[config.mk]
export PLATFORM = sky130hd
export DESIGN_NAME = glss_ram
export DESIGN_NICKNAME = d
export VERILOG_FILES = /design/src/sv/glss_ram.sv
export SDC_FILE = /design/constraint.sdc
export NUM_CORES = 1
export LEC_CHECK = 0
export ABC_AREA = 1
export BUFFER_PORTS_ARGS = -buffer_cell sky130_fd_sc_hd__buf_4
export CAP_MARGIN = 20
export CORE_MARGIN = 10
export CORE_UTILIZATION = 25
export CTS_CLUSTER_SIZE = 25
export DETAILED_ROUTE_END_ITERATION = 8
export SLEW_MARGIN = 10
export SYNTH_ARGS = -nofsm -noshare
export SYNTH_HDL_FRONTEND = slang
export SYNTH_SLANG_ARGS = --single-unit
[constraint.sdc]
create_clock -name clk -period 1.5 [get_ports clk]
set_clock_uncertainty 0.15 [all_clocks]
set_input_delay 0.15 -clock clk [delete_from_list [all_inputs] [get_ports clk]]
set_output_delay 0.15 -clock clk [all_outputs]
set_load 0.01 [all_outputs]
[src/sv/glss_ram.sv]
module glss_ram #(
  parameter int WIDTH = 8,
  parameter int DEPTH = 16
) (
  input  logic                                   clk,
  input  logic                                   we,
  input  logic [((DEPTH > 1) ? $clog2(DEPTH) : 1)-1:0] waddr,
  input  logic [WIDTH-1:0]                       wdata,
  input  logic [((DEPTH > 1) ? $clog2(DEPTH) : 1)-1:0] raddr,
  output logic [WIDTH-1:0]                       rdata
);

  logic [WIDTH-1:0] mem [DEPTH];

  always_ff @(posedge clk) begin
    if (we) begin
      mem[waddr] <= wdata;
    end
    rdata <= mem[raddr];
  end

endmodule

======== Word level (Yosys, flattened, before mapping) ========
Memory sizes are Yosys's and may differ from the RTL's. A register that Yosys moved wholly into a read port is not among the register bits.
Index checks and enable logic that the tools add are counted.
word-level totals
  flip-flop bits (word level) ............. 0
  memory bits (writable) .................. 128
  output and inout port bits .............. 8
  memories ................................ 1
memory list
  memory  words  bits a word  read ports  clocked after Yosys merged registers in  write ports  line  source
  mem     16     8            1           1                                        1            13    logic [WIDTH-1:0] mem [DEPTH];
cells by class
  multiplexer cells ....................... 2
operators by type and width
  cell    count
  $mux 1  2

======== Logic depth before layout (Yosys ltp) ========
Gate-level depths: netlist of run 1.
  word-level depth ........................ 2
  depth in mapped cells ................... 8
  mapped depth without buffers ............ 7

======== Worst setup path before layout of run 1 ========
Ideal clock, no wire load.
  path kind ............................... input-to-reg
  from .................................... in waddr[2] in the netlist's numbering
  to ...................................... mem mem[10][0] (enable)
  library setup time ...................... 370 ps
  arrival time ............................ 731 ps
  data required time ...................... 980 ps
  setup slack ............................. 249 ps
  cell stages on the path ................. 2
  path through ............................ nand3b_1 nor2_1
RTL lines
  item             line  source
  start, declared  7     input logic [((DEPTH > 1) ? $clog2(DEPTH) : 1)-1:0] waddr,
  end, declared    13
Straight into the memory's write port.

==> flow_summary.toml, run 1 <==
[status]
status = "completed"

[routing]
vias = 3840
vias_per_cell = 4.243
drtPass1Iterations = 8
ant_nets = 0
drtIter0Drc = 341
wl_um = 13810
route.detailed.drc = 0
wl_per_cell_um = 15.26

[hold_path]
hold_path.class = "in2reg"

[timing]
finalSetupViolations = 0
period_share_pct = 89.00
fmax_mhz = 749.1
slew_violations = 0
worst_slew_pin_slew_ns = 0.2979
rsz0062_at_grt = "no"
post-route-min-period_ns = 1.335
fin_tns_setup_ns = 0
slew_headroom_pct = 80.14
hold_violations = 0

[setup_path]
startpoint_type = "input pin"
crit_fanout = 16
reg2reg_from = "mem[5][6]$_DFFE_PP_"
crit_required_ns = 1.65
worstPathArrival_ns = 1.49
cp_common_cell = "nand3_1"
crit_chain = "dlygate4sd3_1, buf_4, inv_1, buf_12, nand3_1, nand3_1, nand2_1"
worstReg2RegEnd = "rdata[6]$_DFF_P_"
r2r_setup_slack_ns = 0.31
rr_worst_depth = 6
cp-end-kind = "flip-flop"
worstSetupEndpoint = "rdata[6]$_DFF_P_"
crit_type = "in2reg"
crit_start = "raddr[2]"
worst_path_largest_cell_delay_ns = 0.54
slowest_stage = "dlygate4sd3_1"

[final_layout]
diodes = 0
final_util_pct = 31.20
instances_no_fill = 905
fin_nets = 625
stdcell_area_sq_mm = 0.007064
final_layout_size_suffix_gt1_share_pct = 12.90
syn_to_final_growth_pct = 22.50

[global_route]
grt_util_met3_pct = 2.554
grt_first_pass_wirelength_um = 21870
antenna_found_initial = 0
grt-busiest-layer = "met2"
grt_pass1_vias = 3910
grt_start_max_net_pins = 65
grtUsageMet2_pct = 16.45
grt_overflow = 0
met1_usage_pct = 12.11
grtUsageTotal_pct = 9.954

[power_and_ir_drop]
peakVddDrop_uv = 892.9
p_per_area_mw_per_mm2 = 1255
p_leak_uw = 0.002999

[yosys]
yosys_warnings = 0
yosysTopAreaCellShare_pct = 66.65
yosysTopAreaCell = "edfxtp_1"
synth-main-ff-cell = "edfxtp_1"
ys_seq_elements = 136
post_synth_num_cell_types = 12
yosysMostFrequentCell = "nand2_1"
syn_nets = 569
syn_area_sq_mm = 0.005767
synth-seq-area-share_pct = 69.43
synthArstFlopShare_pct = 0
synthCells = 551
synth_common_cells = "nand2_1 (173), edfxtp_1 (128), inv_1 (100)"
synth_edf_count = 128
yosys-top-cells-area = "edfxtp_1 (67%), nand2_1 (11%), nand3_1 (8.4%)"
syn_area_per_cell_sq_um = 10.47

[clock_network]
ctsHoldBuffers = 10
tritoncts = "built"
clkTransAtPathRegs_ns = 0.06
numCtsBuffers = 17
clock_latency_ns = 0.42
clock-sinks = 136
clockRootBuffer = "clkbuf_16"
ctsHtreeMaxLevel = 4
clockBufferDepth = 2
cts_post_setup_buffers_inserted = 0
cts_resized = 0

[run]
cap_violations = 0

[place]
port_buffers = 25
place_hpwl_um = 8542
gp_congestion = 0.7837
dp_cells = 863
place_area_sq_mm = 0.006402

[floorplan]
start_util_pct = 25.47
rows = 55
core_area_sq_mm = 0.02264
die-area_sq_mm = 0.02954
die_h_um = 171.9
io_pins = 26
chipWidth_um = 171.9
## power breakdown
group          internal, uW  total (uW)  switching, uW
combinational           214         592            377
sequential             4250        4280           31.9
clock                  2420        3990           1570
## worst max-delay path: cells and delay by family
family / cells / cell delay (ns)
AND/OR/NAND/NOR: 3 / 0.37
buffers and inverters: 4 / 0.95
## final cells by class
class	instances	area [sq um]
inverter	102	382.9
clock inverter	14	132.6
clock buffer	18	429.2
timing repair buffer	61	545.5
sequential	136	4004
fill	2267	15580
tap	285	356.6
multi-input combinational	289	1214
## flip-flops by register name (all words and copies together) (netlist names)
register and flops:
mem 128, rdata 8
## cells by family (layout without fill, tap and decap cells)
logic type | count (synthesis) | in the layout | share of synthesized area [%]
flops | 136 | 136 | 69.43
simple gates | 289 | 289 | 21.05
buf+inv | 126 | 195 | 9.525
## metrics by stage
stage	setup WS (ns)	hold WS, ns	power [uW]
floorplan	0.2492	0.09887	4660
global placement	0.1272	0.3491	4939
detailed placement	0.1032	0.3507	4946
CTS	0.1612	0.1644	8927
global route	0.1359	0.2032	9153
finish	0.1650	0.1665	8864
## how the worst min path moves through the flow
stage / start / endpoint / depth (start not counted)
global route: we / mem[0][1]$_DFFE_PP_ / 4
detailed placement: raddr[3] / rdata[5]$_DFF_P_ / 3
finish: raddr[1] / rdata[1]$_DFF_P_ / 6
floorplan: wdata[0] / mem[0][0]$_DFFE_PP_ / 0
global placement: raddr[3] / rdata[3]$_DFF_P_ / 3
CTS: raddr[1] / rdata[1]$_DFF_P_ / 6
## metal layers
layer  part of all wire, %  vias to the layer above
li1                      -                     1886
met1                    43                     1833
met2                    49                      101
met3                   6.3                       20
met4                   1.6                        0
met5                     0                        -
## placed cells by master (no fill, tap or decap)
master           n
clkinv_4         1
buf_4           46
nor2_1          17
clkinv_2         2
inv_2            2
nand3_1         97
inv_1          100
clkbuf_1         1
edfxtp_1       128
nand3b_1         2
dlygate4sd3_1   10
clkinv_1         4
bufinv_16        2
clkbuf_16       17
dfxtp_1          8
buf_12           5
nand2_1        173
clkinvlp_4       4
inv_6            1
Note: power is estimated with default switching activity, not from simulation.
==> run 2, diff against run 1 <==
==> constraint.sdc (replaced) <==
create_clock -name clk -period 1.6 [get_ports clk]
set_clock_uncertainty 0.15 [all_clocks]
set_input_delay 0.16 -clock clk [delete_from_list [all_inputs] [get_ports clk]]
set_output_delay 0.16 -clock clk [all_outputs]
set_load 0.01 [all_outputs]
==> flow_summary.toml, run 2 (synthesized netlist as in run 1, its figures left out) <==
[status]
status = "completed"

[timing]
fin_tns_setup_ns = 0
rsz0062_at_grt = "no"
period_share_pct = 79.70
slew_headroom_pct = 80.15
worst_slew_pin_slew_ns = 0.2977
slew_violations = 0
finalSetupViolations = 0
hold_violations = 0
fmax_mhz = 784.2
post-route-min-period_ns = 1.275

[final_layout]
diodes = 0
seq_area_sq_mm = 0.004004
final_layout_size_suffix_gt1_share_pct = 12.82
largest_reg_flops = 128
final_common_cell = "nand2_1"
regMostFlops = "mem"
layout_common_cells = "nand2_1 (173), edfxtp_1 (128), inv_1 (100), nand3_1 (97), buf_4 (45)"
reg_top3 = "mem (128), rdata (8)"
fin_nets = 623
multiInputGateArea_sq_mm = 0.001214
syn_to_final_growth_pct = 22.98
n_fill_cell = 2275

[routing]
wl_per_cell_um = 15.21
drtPass1Iterations = 4
wl_um = 13710
vias_per_cell = 4.192
ant_nets = 0
vias = 3777
drtIter0Drc = 399
route.detailed.drc = 0

[place]
place_hpwl_um = 8533
gp_congestion = 0.8162
port_buffers = 25

[floorplan]
chipWidth_um = 171.9
io_pins = 26
die_h_um = 171.9
start_util_pct = 25.47
core_area_sq_mm = 0.02264
rows = 55
die-area_sq_mm = 0.02954

[hold_path]
hold_path.class = "in2reg"

[setup_path]
crit_fanout = 1
critPathTopFamily = "flip-flops"
cp-end-kind = "primary output"
crit_type = "reg2out"
crit_required_ns = 1.29
crit_chain = "buf_4"
worst_path_largest_cell_delay_ns = 0.40
startpoint_type = "flip-flop"
slowest_stage = "dfxtp_1"
worst-path-buf-inv = 1
worstPathArrival_ns = 0.97
r2r_setup_slack_ns = 0.37

[clock_network]
cts_resized = 0
clkTransAtPathRegs_ns = 0.05
ctsHtreeMaxLevel = 4
tritoncts = "built"
ctsHoldBuffers = 9
clock-sinks = 136
clockBufferDepth = 2
numCtsBuffers = 17
cts_post_setup_buffers_inserted = 0
clock_latency_ns = 0.42
clockRootBuffer = "clkbuf_16"

[global_route]
antenna_found_initial = 0
grt_first_pass_wirelength_um = 21410
grt_start_max_net_pins = 65
grt_pass1_vias = 3788
grt_overflow = 0
grtUsageTotal_pct = 9.789

[power_and_ir_drop]
p_leak_uw = 0.003014
peakVddDrop_uv = 895.9
finalPower_uw = 8622
p_per_area_mw_per_mm2 = 1216

[run]
cap_violations = 0
run 2: worst register-to-register path, cell delays in order (launching register included):
cell and delay [ns]:
edfxtp_1 0.36, inv_1 0.06, nand2_1 0.06, nand3_1 0.08, nand3_1 0.11, nand3_1 0.17
nand2_1 0.11
run 2: final timing paths:
| path | start | to | cells past startpoint |
|---|---|---|---|
| worst max-delay path | rdata[1]$_DFF_P_ | rdata[1] | 1 |
| worst min-delay path | raddr[2] | rdata[1]$_DFF_P_ | 5 |
| worst max register to register | mem[0][7]$_DFFE_PP_ | rdata[7]$_DFF_P_ | 6 |
| worst min register to register | mem[10][3]$_DFFE_PP_ | rdata[3]$_DFF_P_ | 6 |
run 2: final cells by class:
class                   instances  area share (%)
repair buffers                 59           7.445
flip-flops and latches        136           56.46
multi-input cells             289           17.11
clock buffers                  18           6.052
inverters                     102           5.399
clock inverters                12           2.505
well taps                     285           5.028
run 2: layer usage:
| metal | wire, um | vias to the layer above | GRT usage, % | part of all wire, % |
|---|---|---|---|---|
| met3 | 848 | 12 | 2.873 | 6.2 |
| li1 | - | 1882 | - | - |
| met4 | 167 | 0 | 2.961 | 1.2 |
| met5 | 0 | - | 0 | 0 |
| met1 | 6067 | 1800 | 12.43 | 44 |
| met2 | 6624 | 83 | 15.76 | 48 |
run 2: where the power goes:
group          switching, uW  total, uW  internal (uW)
combinational            358        558            200
clock                   1460       4050           2590
sequential              28.9       4010           3980
total                   1850       8620           6770
run 2: metrics by stage:
step                worst slack [ns]  instances  utilization [%]  instance area, sq um  hold slack, ns
floorplan                     0.3392        551                -                  5767          0.1089
global placement              0.2057        862            28.25                  6395          0.3566
detailed placement            0.2002        862            28.25                  6395          0.3533
CTS                           0.2572        901            31.32                  7092         0.07445
global route                  0.2662        901            31.32                  7092          0.1147
finish                        0.3248        901            31.32                  7092         0.07557
