File: src/sv/glss_pkg.sv
package glss_pkg;

  localparam int ROWS_A    = 4096;
  localparam int COLS_B    = 65536;
  localparam int FRAC_BITS = 16;

  localparam int ROW_IW    = 12;
  localparam int COL_IW    = 16;
  localparam int ROW_AW    = (ROWS_A > 1) ? $clog2(ROWS_A) : 1;
  localparam int COL_LANES = 32;
  localparam int COL_WORDS = (COLS_B + COL_LANES - 1) / COL_LANES;
  localparam int COL_AW    = (COL_WORDS > 1) ? $clog2(COL_WORDS) : 1;
  localparam int CLR_LEN   = (ROWS_A > COL_WORDS) ? ROWS_A : COL_WORDS;
  localparam int CLR_AW    = $clog2(CLR_LEN);

  localparam int NB_W    = 17;
  localparam int LL_W    = 48;
  localparam int CNT_W   = 13;
  localparam int N_W     = 17;
  localparam int DSUM_W  = 34;
  localparam int DELTA_W = 36;
  localparam int ROWW    = 1 + COL_IW;

  localparam logic [31:0] LN2_Q32   = 32'd2977044472;
  localparam logic [31:0] LOG2E_Q30 = 32'd1549082005;

  localparam logic [1:0] CFG_NB_COUNT = 2'd0;
  localparam logic [1:0] CFG_PRIOR    = 2'd1;
  localparam logic [1:0] CFG_START_LL = 2'd2;

  typedef struct packed {
    logic                      start;
    logic [N_W-1:0]            n;
    logic signed [DSUM_W-1:0]  dsum;
    logic                      del;
    logic [31:0]               draw;
  } math_req_t;

  typedef struct packed {
    logic                      done;
    logic                      accept;
    logic signed [DELTA_W-1:0] delta;
  } math_rsp_t;

  // floor square root, digit by digit
  function automatic logic [63:0] isqrt64(input logic [63:0] x_in);
    logic [63:0] x;
    logic [63:0] res;
    logic [63:0] bitv;
    x    = x_in;
    res  = 64'd0;
    bitv = 64'h4000_0000_0000_0000;
    for (int i = 0; i < 32; i++) begin
      if (x >= res + bitv) begin
        x   = x - (res + bitv);
        res = (res >> 1) + bitv;
      end else begin
        res = res >> 1;
      end
      bitv = bitv >> 2;
    end
    return res;
  endfunction

  // Q0.32 values of 2^(-2^-i), i = 1..FRAC_BITS
  function automatic logic [FRAC_BITS-1:0][31:0] rtab_make();
    logic [FRAC_BITS-1:0][31:0] tab;
    logic [63:0] r;
    r = isqrt64(64'h8000_0000_0000_0000);
    for (int i = 0; i < FRAC_BITS; i++) begin
      tab[i] = r[31:0];
      r = isqrt64({r[31:0], 32'd0});
    end
    return tab;
  endfunction

  localparam logic [FRAC_BITS-1:0][31:0] RTAB = rtab_make();

endpackage

File: src/sv/glss_math.sv
// ln(n), delta, sigmoid and acceptance test on one shared multiplier
// plus a one-bit-per-cycle divider.
module glss_math (
  input  logic                clk,
  input  logic                rst,
  input  glss_pkg::math_req_t req,
  output glss_pkg::math_rsp_t rsp
);

  localparam int F   = glss_pkg::FRAC_BITS;
  localparam int DW  = glss_pkg::DELTA_W;
  localparam int TW  = F + 6;
  localparam int EW  = (F > 1) ? $clog2(F) : 1;
  localparam int SH  = 56 - F;
  localparam logic [61:0] RND = 62'(64'd1 << (55 - F));
  localparam logic [DW-1:0] CAP = DW'(64'd40 << F);

  typedef enum logic [3:0] {
    M_IDLE, M_SQ, M_LNMUL, M_SIGMUL, M_EXP, M_SHIFT, M_DIV, M_DONE
  } mstate_t;

  mstate_t                       state;
  logic [5:0]                    cnt;
  logic [31:0]                   y;
  logic [23:0]                   frac;
  logic [4:0]                    k;
  logic signed [glss_pkg::DSUM_W-1:0] dsum;
  logic                          del;
  logic [31:0]                   draw;
  logic signed [DW-1:0]          delta;
  logic [5:0]                    ti;
  logic [F-1:0]                  tf;
  logic [32:0]                   m;
  logic [33:0]                   dvs;
  logic [34:0]                   rem;
  logic [31:0]                   q;

  logic [32:0] mul_a;
  logic [31:0] mul_b;
  logic [64:0] prod;
  logic [4:0]  k_next;
  logic [32:0] sq;
  logic [31:0] lnr;
  logic signed [DW-1:0] delta_next;
  logic [DW-1:0] amag;
  logic [TW-1:0] t;
  logic [35:0] rem2;
  logic [32:0] q2;
  logic [32:0] p;

  always_comb begin
    k_next = 5'd0;
    for (int i = 0; i < glss_pkg::N_W; i++) begin
      if (req.n[i]) k_next = 5'(i);
    end
    amag = delta[DW-1] ? DW'(-delta) : DW'(delta);
    if (amag > CAP) amag = CAP;
    case (state)
      M_SQ:     begin mul_a = {1'b0, y};    mul_b = y; end
      M_LNMUL:  begin mul_a = 33'({k, frac}); mul_b = glss_pkg::LN2_Q32; end
      M_SIGMUL: begin mul_a = 33'(amag);    mul_b = glss_pkg::LOG2E_Q30; end
      M_EXP:    begin mul_a = m;            mul_b = glss_pkg::RTAB[cnt[EW-1:0]]; end
      default:  begin mul_a = 33'd0;        mul_b = 32'd0; end
    endcase
    prod = 65'(mul_a) * 65'(mul_b);
    sq   = prod[63:31];
    lnr  = 32'((prod[61:0] + RND) >> SH);
    delta_next = DW'(dsum) - DW'($signed({1'b0, lnr}));
    if (del) delta_next = -delta_next;
    t    = TW'(prod >> 30);
    rem2 = {rem, 1'b0};
    q2   = {q, 1'b0};
    p    = delta[DW-1] ? (33'h1_0000_0000 - q2) : q2;
    rsp.done   = (state == M_DONE);
    rsp.accept = ({1'b0, draw} < p);
    rsp.delta  = delta;
  end

  always_ff @(posedge clk) begin
    if (rst) begin
      state <= M_IDLE;
      cnt   <= 6'd0;
    end else begin
      case (state)
        M_IDLE: begin
          if (req.start) begin
            k     <= k_next;
            y     <= 32'(req.n) << (5'd31 - k_next);
            frac  <= 24'd0;
            dsum  <= req.dsum;
            del   <= req.del;
            draw  <= req.draw;
            cnt   <= 6'd0;
            state <= M_SQ;
          end
        end
        M_SQ: begin
          frac <= {frac[22:0], sq[32]};
          y    <= sq[32] ? sq[32:1] : sq[31:0];
          cnt  <= cnt + 6'd1;
          if (cnt == 6'd23) state <= M_LNMUL;
        end
        M_LNMUL: begin
          delta <= delta_next;
          state <= M_SIGMUL;
        end
        M_SIGMUL: begin
          ti    <= t[TW-1:F];
          tf    <= t[F-1:0];
          m     <= 33'h1_0000_0000;
          cnt   <= 6'd0;
          state <= M_EXP;
        end
        M_EXP: begin
          if (tf[F-1]) m <= prod[64:32];
          tf  <= tf << 1;
          cnt <= cnt + 6'd1;
          if (cnt == 6'(F - 1)) state <= M_SHIFT;
        end
        M_SHIFT: begin
          dvs   <= 34'h1_0000_0000 + 34'((ti >= 6'd32) ? 33'd0 : (m >> ti[4:0]));
          rem   <= 35'h0_8000_0000;
          q     <= 32'd0;
          cnt   <= 6'd0;
          state <= M_DIV;
        end
        M_DIV: begin
          if (rem2 >= 36'(dvs)) begin
            rem <= 35'(rem2 - 36'(dvs));
            q   <= {q[30:0], 1'b1};
          end else begin
            rem <= rem2[34:0];
            q   <= {q[30:0], 1'b0};
          end
          cnt <= cnt + 6'd1;
          if (cnt == 6'd31) state <= M_DONE;
        end
        M_DONE:  state <= M_IDLE;
        default: state <= M_IDLE;
      endcase
    end
  end

endmodule

File: config.mk
export PLATFORM = sky130hd
export DESIGN_NAME = glss_math
export DESIGN_NICKNAME = d
export VERILOG_FILES = /design/src/sv/glss_pkg.sv /design/src/sv/glss_math.sv
export SDC_FILE = /design/constraint.sdc
export NUM_CORES = 2
export LEC_CHECK = 0
export ABC_AREA = 1
export BUFFER_PORTS_ARGS = -buffer_cell sky130_fd_sc_hd__buf_2
export CAP_MARGIN = 10
export CORE_ASPECT_RATIO = 1.5
export CORE_MARGIN = 4
export CORE_UTILIZATION = 40
export CTS_CLUSTER_DIAMETER = 40
export DETAILED_ROUTE_END_ITERATION = 12
export HOLD_SLACK_MARGIN = 0.06
export PLACE_DENSITY = 0.56
export SLEW_MARGIN = 20
export SYNTH_ARGS = -nofsm -noshare
export SYNTH_HDL_FRONTEND = slang
export SYNTH_SLANG_ARGS = --single-unit
File: constraint.sdc
create_clock -name clk -period 14.95 [get_ports clk]
set_input_delay 3.7375 -clock clk [delete_from_list [all_inputs] [get_ports clk]]
set_output_delay 3.7375 -clock clk [all_outputs]
set_load 0.03 [all_outputs]
* Yosys cells after proc, flatten, opt, wreduce, memory -nomap -nowiden
Memory sizes are Yosys's and may differ from the RTL's. A register that Yosys moved wholly into a read port is not among the register bits.
Index checks and enable logic that the tools add are counted.
** Operators by class
- $add $sub $neg :: 9
- Multipliers :: 1
- Magnitude comparators :: 5
- Eq/ne operators :: 15
- Shift-type cells :: 2
- Muxes and demuxes :: 45
- Bitwise operators :: 1
- Reduce and logical (&&, ||, !) cells :: 17
** Operators with widths (number)
- $pmux 33 s4 :: 1
- $pmux 32 s2 :: 2
- $pmux 32 s4 :: 1
- $mux 33 :: 3
- $mux 32 :: 3
- $mux 36 :: 2
- $pmux 35 s2 :: 1
- $pmux 33 s2 :: 1
- $mul 33x32->65 :: 1
- $add 62x40->62 const B :: 1
- $mux 5 :: 12
- $pmux 24 s2 :: 1
- $ge 36x34->1 :: 1
- $gt 36x22->1 const B :: 1
- $neg 35->36 :: 1
- $neg 36->36 :: 1
- $mux 35 :: 1
- $sub 34x23->35 :: 1
- $sub 35x34->35 :: 1
- $add 33x34->34 const A :: 1
- $mux 34 :: 1
- $shr 33x5->34 :: 1
- $lt 32x33->1 :: 1
- $sub 33x33->33 const A :: 1
- 29 further kinds :: 54
** Storage, ports and cells
- Bits in registers :: 330
- ROM bits :: 512
- Input port bits :: 87
- Output and inout port bits :: 38
- Word-level logic and storage cells :: 111
- Memories :: 1
** Memories
- (no name shown) :: words 16, bits a word 32, read ports 1, clocked after Yosys merged registers in 1, wr ports 0, line glss_math.sv:62 : M_EXP: begin mul_a = m; mul_b = glss_pkg::RTAB[cnt[EW-1:0]]; end

* Logic depth before layout (Yosys ltp)
- Word-level depth :: 20
- Gate-level depth with buffers :: 80
- Depth with buffers taken out :: 78

* Worst setup path after synthesis
OpenSTA, ideal clock, no wires.
- Path type :: register -> register
- Start :: reg delta[0]
- End :: reg delta[32], data pin
- Library setup time :: 257 ps
- Arrival :: 12045 ps
- Data required time :: 14693 ps
- Setup slack :: 2647 ps
- Cell stages (with the launch flop) :: 69
- Path buffers :: 2
- Clock period less this slack :: 12303 ps
- Cell sequence :: edfxtp_1 inv_1 ha_1 nand2_1 nor2_2 nand2_1 nand2_2 nand2_1 xor2_1 nor2_1 nand3_1 nor2_2 nand2_1 clkinv_1 clkbuf_1 nand2_1 nand2_1 clkinv_1 [... 33 more ...] nand2_2 nor2_2 xor2_1 ha_1 nand2_1 nor4_1 a221oi_1 o21ai_1 a21oi_1 or2_1 nand2_1 xor2_1 inv_1 o31ai_2 o21ai_0 nor2_1 nand2_1 xor2_1
** On the way
- Longest elaborated chain between the ends :: 10
** Ends and longest elaborated chain
- from (decl) :: line glss_math.sv:30 : logic signed [DW-1:0] delta;
- from (signal assigned) :: line glss_math.sv:104 : delta <= delta_next;
- $neg 36->36 :: line glss_math.sv:56 : amag = delta[DW-1] ? DW'(-delta) : DW'(delta);
- $mux 36 (*) :: line glss_math.sv:56
- $gt 36x22->1 :: line glss_math.sv:57 : if (amag > CAP) amag = CAP;
- $mux 33 (*) :: line glss_math.sv:57
- $pmux 33 s4 (*) :: line glss_math.sv:58 : case (state)
- $mul 33x32->65 (*) :: line glss_math.sv:65 : prod = 65'(mul_a) * 65'(mul_b);
- via prod[40] :: line glss_math.sv:40 : logic [64:0] prod;
- $add 62x40->62 (*) :: line glss_math.sv:67 : lnr = 32'((prod[61:0] + RND) >> SH);
- $sub 34x23->35 (*) :: line glss_math.sv:68 : delta_next = DW'(dsum) - DW'($signed({1'b0, lnr}));
- $neg 35->36 :: line glss_math.sv:69 : if (del) delta_next = -delta_next;
- $mux 36 (*) :: line glss_math.sv:69
- via delta_next[32] :: line glss_math.sv:44 : logic signed [DW-1:0] delta_next;
Mark *: on every way through the listed nets, which the timed path passes. The rest lies on a longest branch.
A chain may end at the register's enable or synchronous reset.

* Worst setup path after layout
- Start :: reg delta[0]
- End :: reg delta[35], data pin
The elaborated chain is that of the path after synthesis.

==> metrics.yaml <==
layout:
  regArea_um2: 10400
  multiInputGateArea_um2: 40000
  syn2layout_area_growth_pct: 10.5
  nNetsFinal: 8600
  drive_above_1_share_pct: 7.02
  n_fill_cell: 14300
hold_path:
  hp-class: "flip-flop to flip-flop"
synth:
  synth_top_family_by_area: "adder cells"
  syn_nets: 8491
  yosys.area_share.xor_xnor_pct: 2.49
  synth_cell_types: 62
  synth_compound_area_share_pct: 7.76
  synthTopCellsByCount: "inv_1, nand2_1, nor2_1, fa_1, ha_1"
  synth_top_area_share_pct: 32.5
  synth.most_common_cell: "inv_1"
  netlist_area_um2: 57000
  synthMuxAreaShare_pct: 0.386
  yosys.area_share.simple_pct: 18.8
  synth_area_leaders: "fa_1, edfxtp_1, inv_1"
  synth_top_cell_by_area: "fa_1"
  synthAdderAreaFrac_pct: 40.5
  synth_edf_count: 319
  synth_ff_type: "edfxtp_1"
  avgSynthCellArea_um2: 8.01
  ys_seq_area_share_pct: 18.2
  netlist_instances: 7116
  synth.ff_latch_count: 359
  async_flop_share_pct: 0
  yosysWarningCount: 0
floorplanning:
  std_cell_rows: 169
  fp.dieH_um: 470
  die_x_um: 316
  die_area_um2: 149000
  io_pins: 125
  initial_core_util_pct: 40.3
  fp.coreArea_um2: 141000
cts:
  htreeDepth: 3
  cts_root_buf: "clkbuf_16"
  numCtsBuffers: 66
  cts_tree: "yes"
  cts.reportedPaths.clkPinSlew_ns: 0.06
  clk-insertion-delay-late_ns: 0.60
  cts_sinks: 359
  cts_buffer_depth: 3
drt:
  drcViolationCount: 0
  drt_pass1_iterations: 6
  viasPerCell: 5.20
  detail-route-antenna-nets: 0
  drt_iter0_markers: 3460
  dr_total_vias: 47700
  avgRoutedWirePerCell_um: 21.5
  wirelength_um: 197000
placement:
  hpwl_um: 161000
  port_buffers: 123
  gp_congestion: 0.993
sta:
  finalHoldViolCount: 0
  tightest_slew_ns: 1.07
  relSlewSlack_pct: 28.2
  setup_tns_ns: 0
  rsz0062_at_grt: "false"
  fin_crit_ns: 14.22
  setup_viol_count_final: 0
  slew_violations: 0
  max_freq_ghz: 0.0703
  finalClockSkew_ns: 0.0175
  period_share_pct: 95.1
grt:
  grt_pass1_wl_um: 298000
  grt_pass1_vias: 49300
  grt-ovfl-total: 0
  grt_max_degree: 72
  antenna_found_initial: 5
  grt_usage_pct: 26.5
critical_path:
  critPathCaptureType: "flip-flop"
  startpoint_type: "flip-flop"
  critical_path_required_ns: 15.28
  slowest_delay_ns: 0.54
  crit_slowest_cell: "fa_1"
  arrival_ns: 14.56
  critical_path_class: "flip-flop to flip-flop"
  cpMostUsedCell: "nand2_1"
  path_max_fanout: 17
outcome:
  status: "complete, no violations"
job:
  cap_violations: 0
-- what timing repair did --
item / 4_1_cts / 5_1_grt
pin swaps: 0 / 2
buffers inserted: 0 / 17
hold buffers: 0 / 0
gates cloned: 0 / 0
endpoints found under the setup margin: 2 / 14
resized for setup: 1 / 29
-- final timing paths --
check	from	endpoint	slack (ns)	cells past startpoint
worst max-delay path	delta[0]	delta[35]	0.73	66
worst min-delay path	cnt[4]	cnt[4]	0.51	2
worst max register to register	delta[0]	delta[35]	0.73	66
worst min register to register	cnt[4]	cnt[4]	0.51	2
-- through the flow --
step	setup WS, ns	hold WS, ns	utilization [%]	cell area [µm²]	instances
CTS	0.0187	0.503	44.3	62700	9139
floorplan	2.65	0.459	-	57000	7116
finish	0.726	0.509	44.5	63000	9159
global route	0.0188	0.520	44.5	63000	9156
detailed placement	0.0440	0.494	42.7	60400	9021
global placement	0.134	0.481	42.7	60400	9021
-- final cells by class --
type,instances,share of cell area [%]
diodes,3,0.0119
clock buffers,78,2.78
clock inverters,40,0.840
inverters,1541,9.24
multi-input cells,4951,63.5
flip-flops and latches,359,16.5
well taps,1881,3.73
repair buffers,306,3.47
-- flip-flops by register name, indices dropped and copies added, names as in the netlist, 24 cells and up, named ones only --
signal	flops
y	32
frac	24
m	33
draw	31
delta	36
rem	35
q	32
dsum	34
dvs	34
-- logic make-up after synthesis --
family,Yosys count
AOI/OAI and AO/OA,798
adders and majority gates,1288
xor gates and xnor gates,159
buffers and inverters,1806
muxes,22
DFF,359
and+or+nand+nor,2684
-- metal layers --
metal	up-vias	part of all wire [%]	track usage, %
met5	-	0.0081	0
met4	2	6.9	14.8
met3	435	5.8	3.40
met2	1628	49	46.1
met1	23700	38	31.7
li1	21900	-	-
-- cells in the final DEF, fill, tap and decap left out, types with 31 or more instances in the layout --
| cell type | synthesis | layout |
|---|---|---|
| a21oi_1 | 276 | 274 |
| buf_2 | 16 | 123 |
| buf_4 | 1 | 166 |
| clkbuf_16 | 0 | 68 |
| dfxtp_1 | 40 | 40 |
| edfxtp_1 | 319 | 319 |
| fa_1 | 927 | 927 |
| ha_1 | 361 | 361 |
| inv_1 | 1500 | 1499 |
| nand2_1 | 1427 | 1426 |
| nand3_1 | 172 | 172 |
| nand4_1 | 31 | 31 |
| nor2_1 | 928 | 919 |
| nor3_1 | 38 | 33 |
| o21ai_0 | 339 | 335 |
| xnor2_1 | 47 | 46 |
| xor2_1 | 110 | 109 |
-- worst max-delay path, delay by kind of cell (launching register included) --
family / cells / cell delay [ns]
compound gates: 6 / 1.35
xor+xnor: 2 / 0.43
fa+ha+maj: 12 / 5.12
buf+inv: 12 / 1.47
flops: 1 / 0.37
simple gates: 34 / 5.13
Power is left out: the tool's default activity adds up to more than one toggle a clock period on the data nets, which glitch-free logic cannot reach.
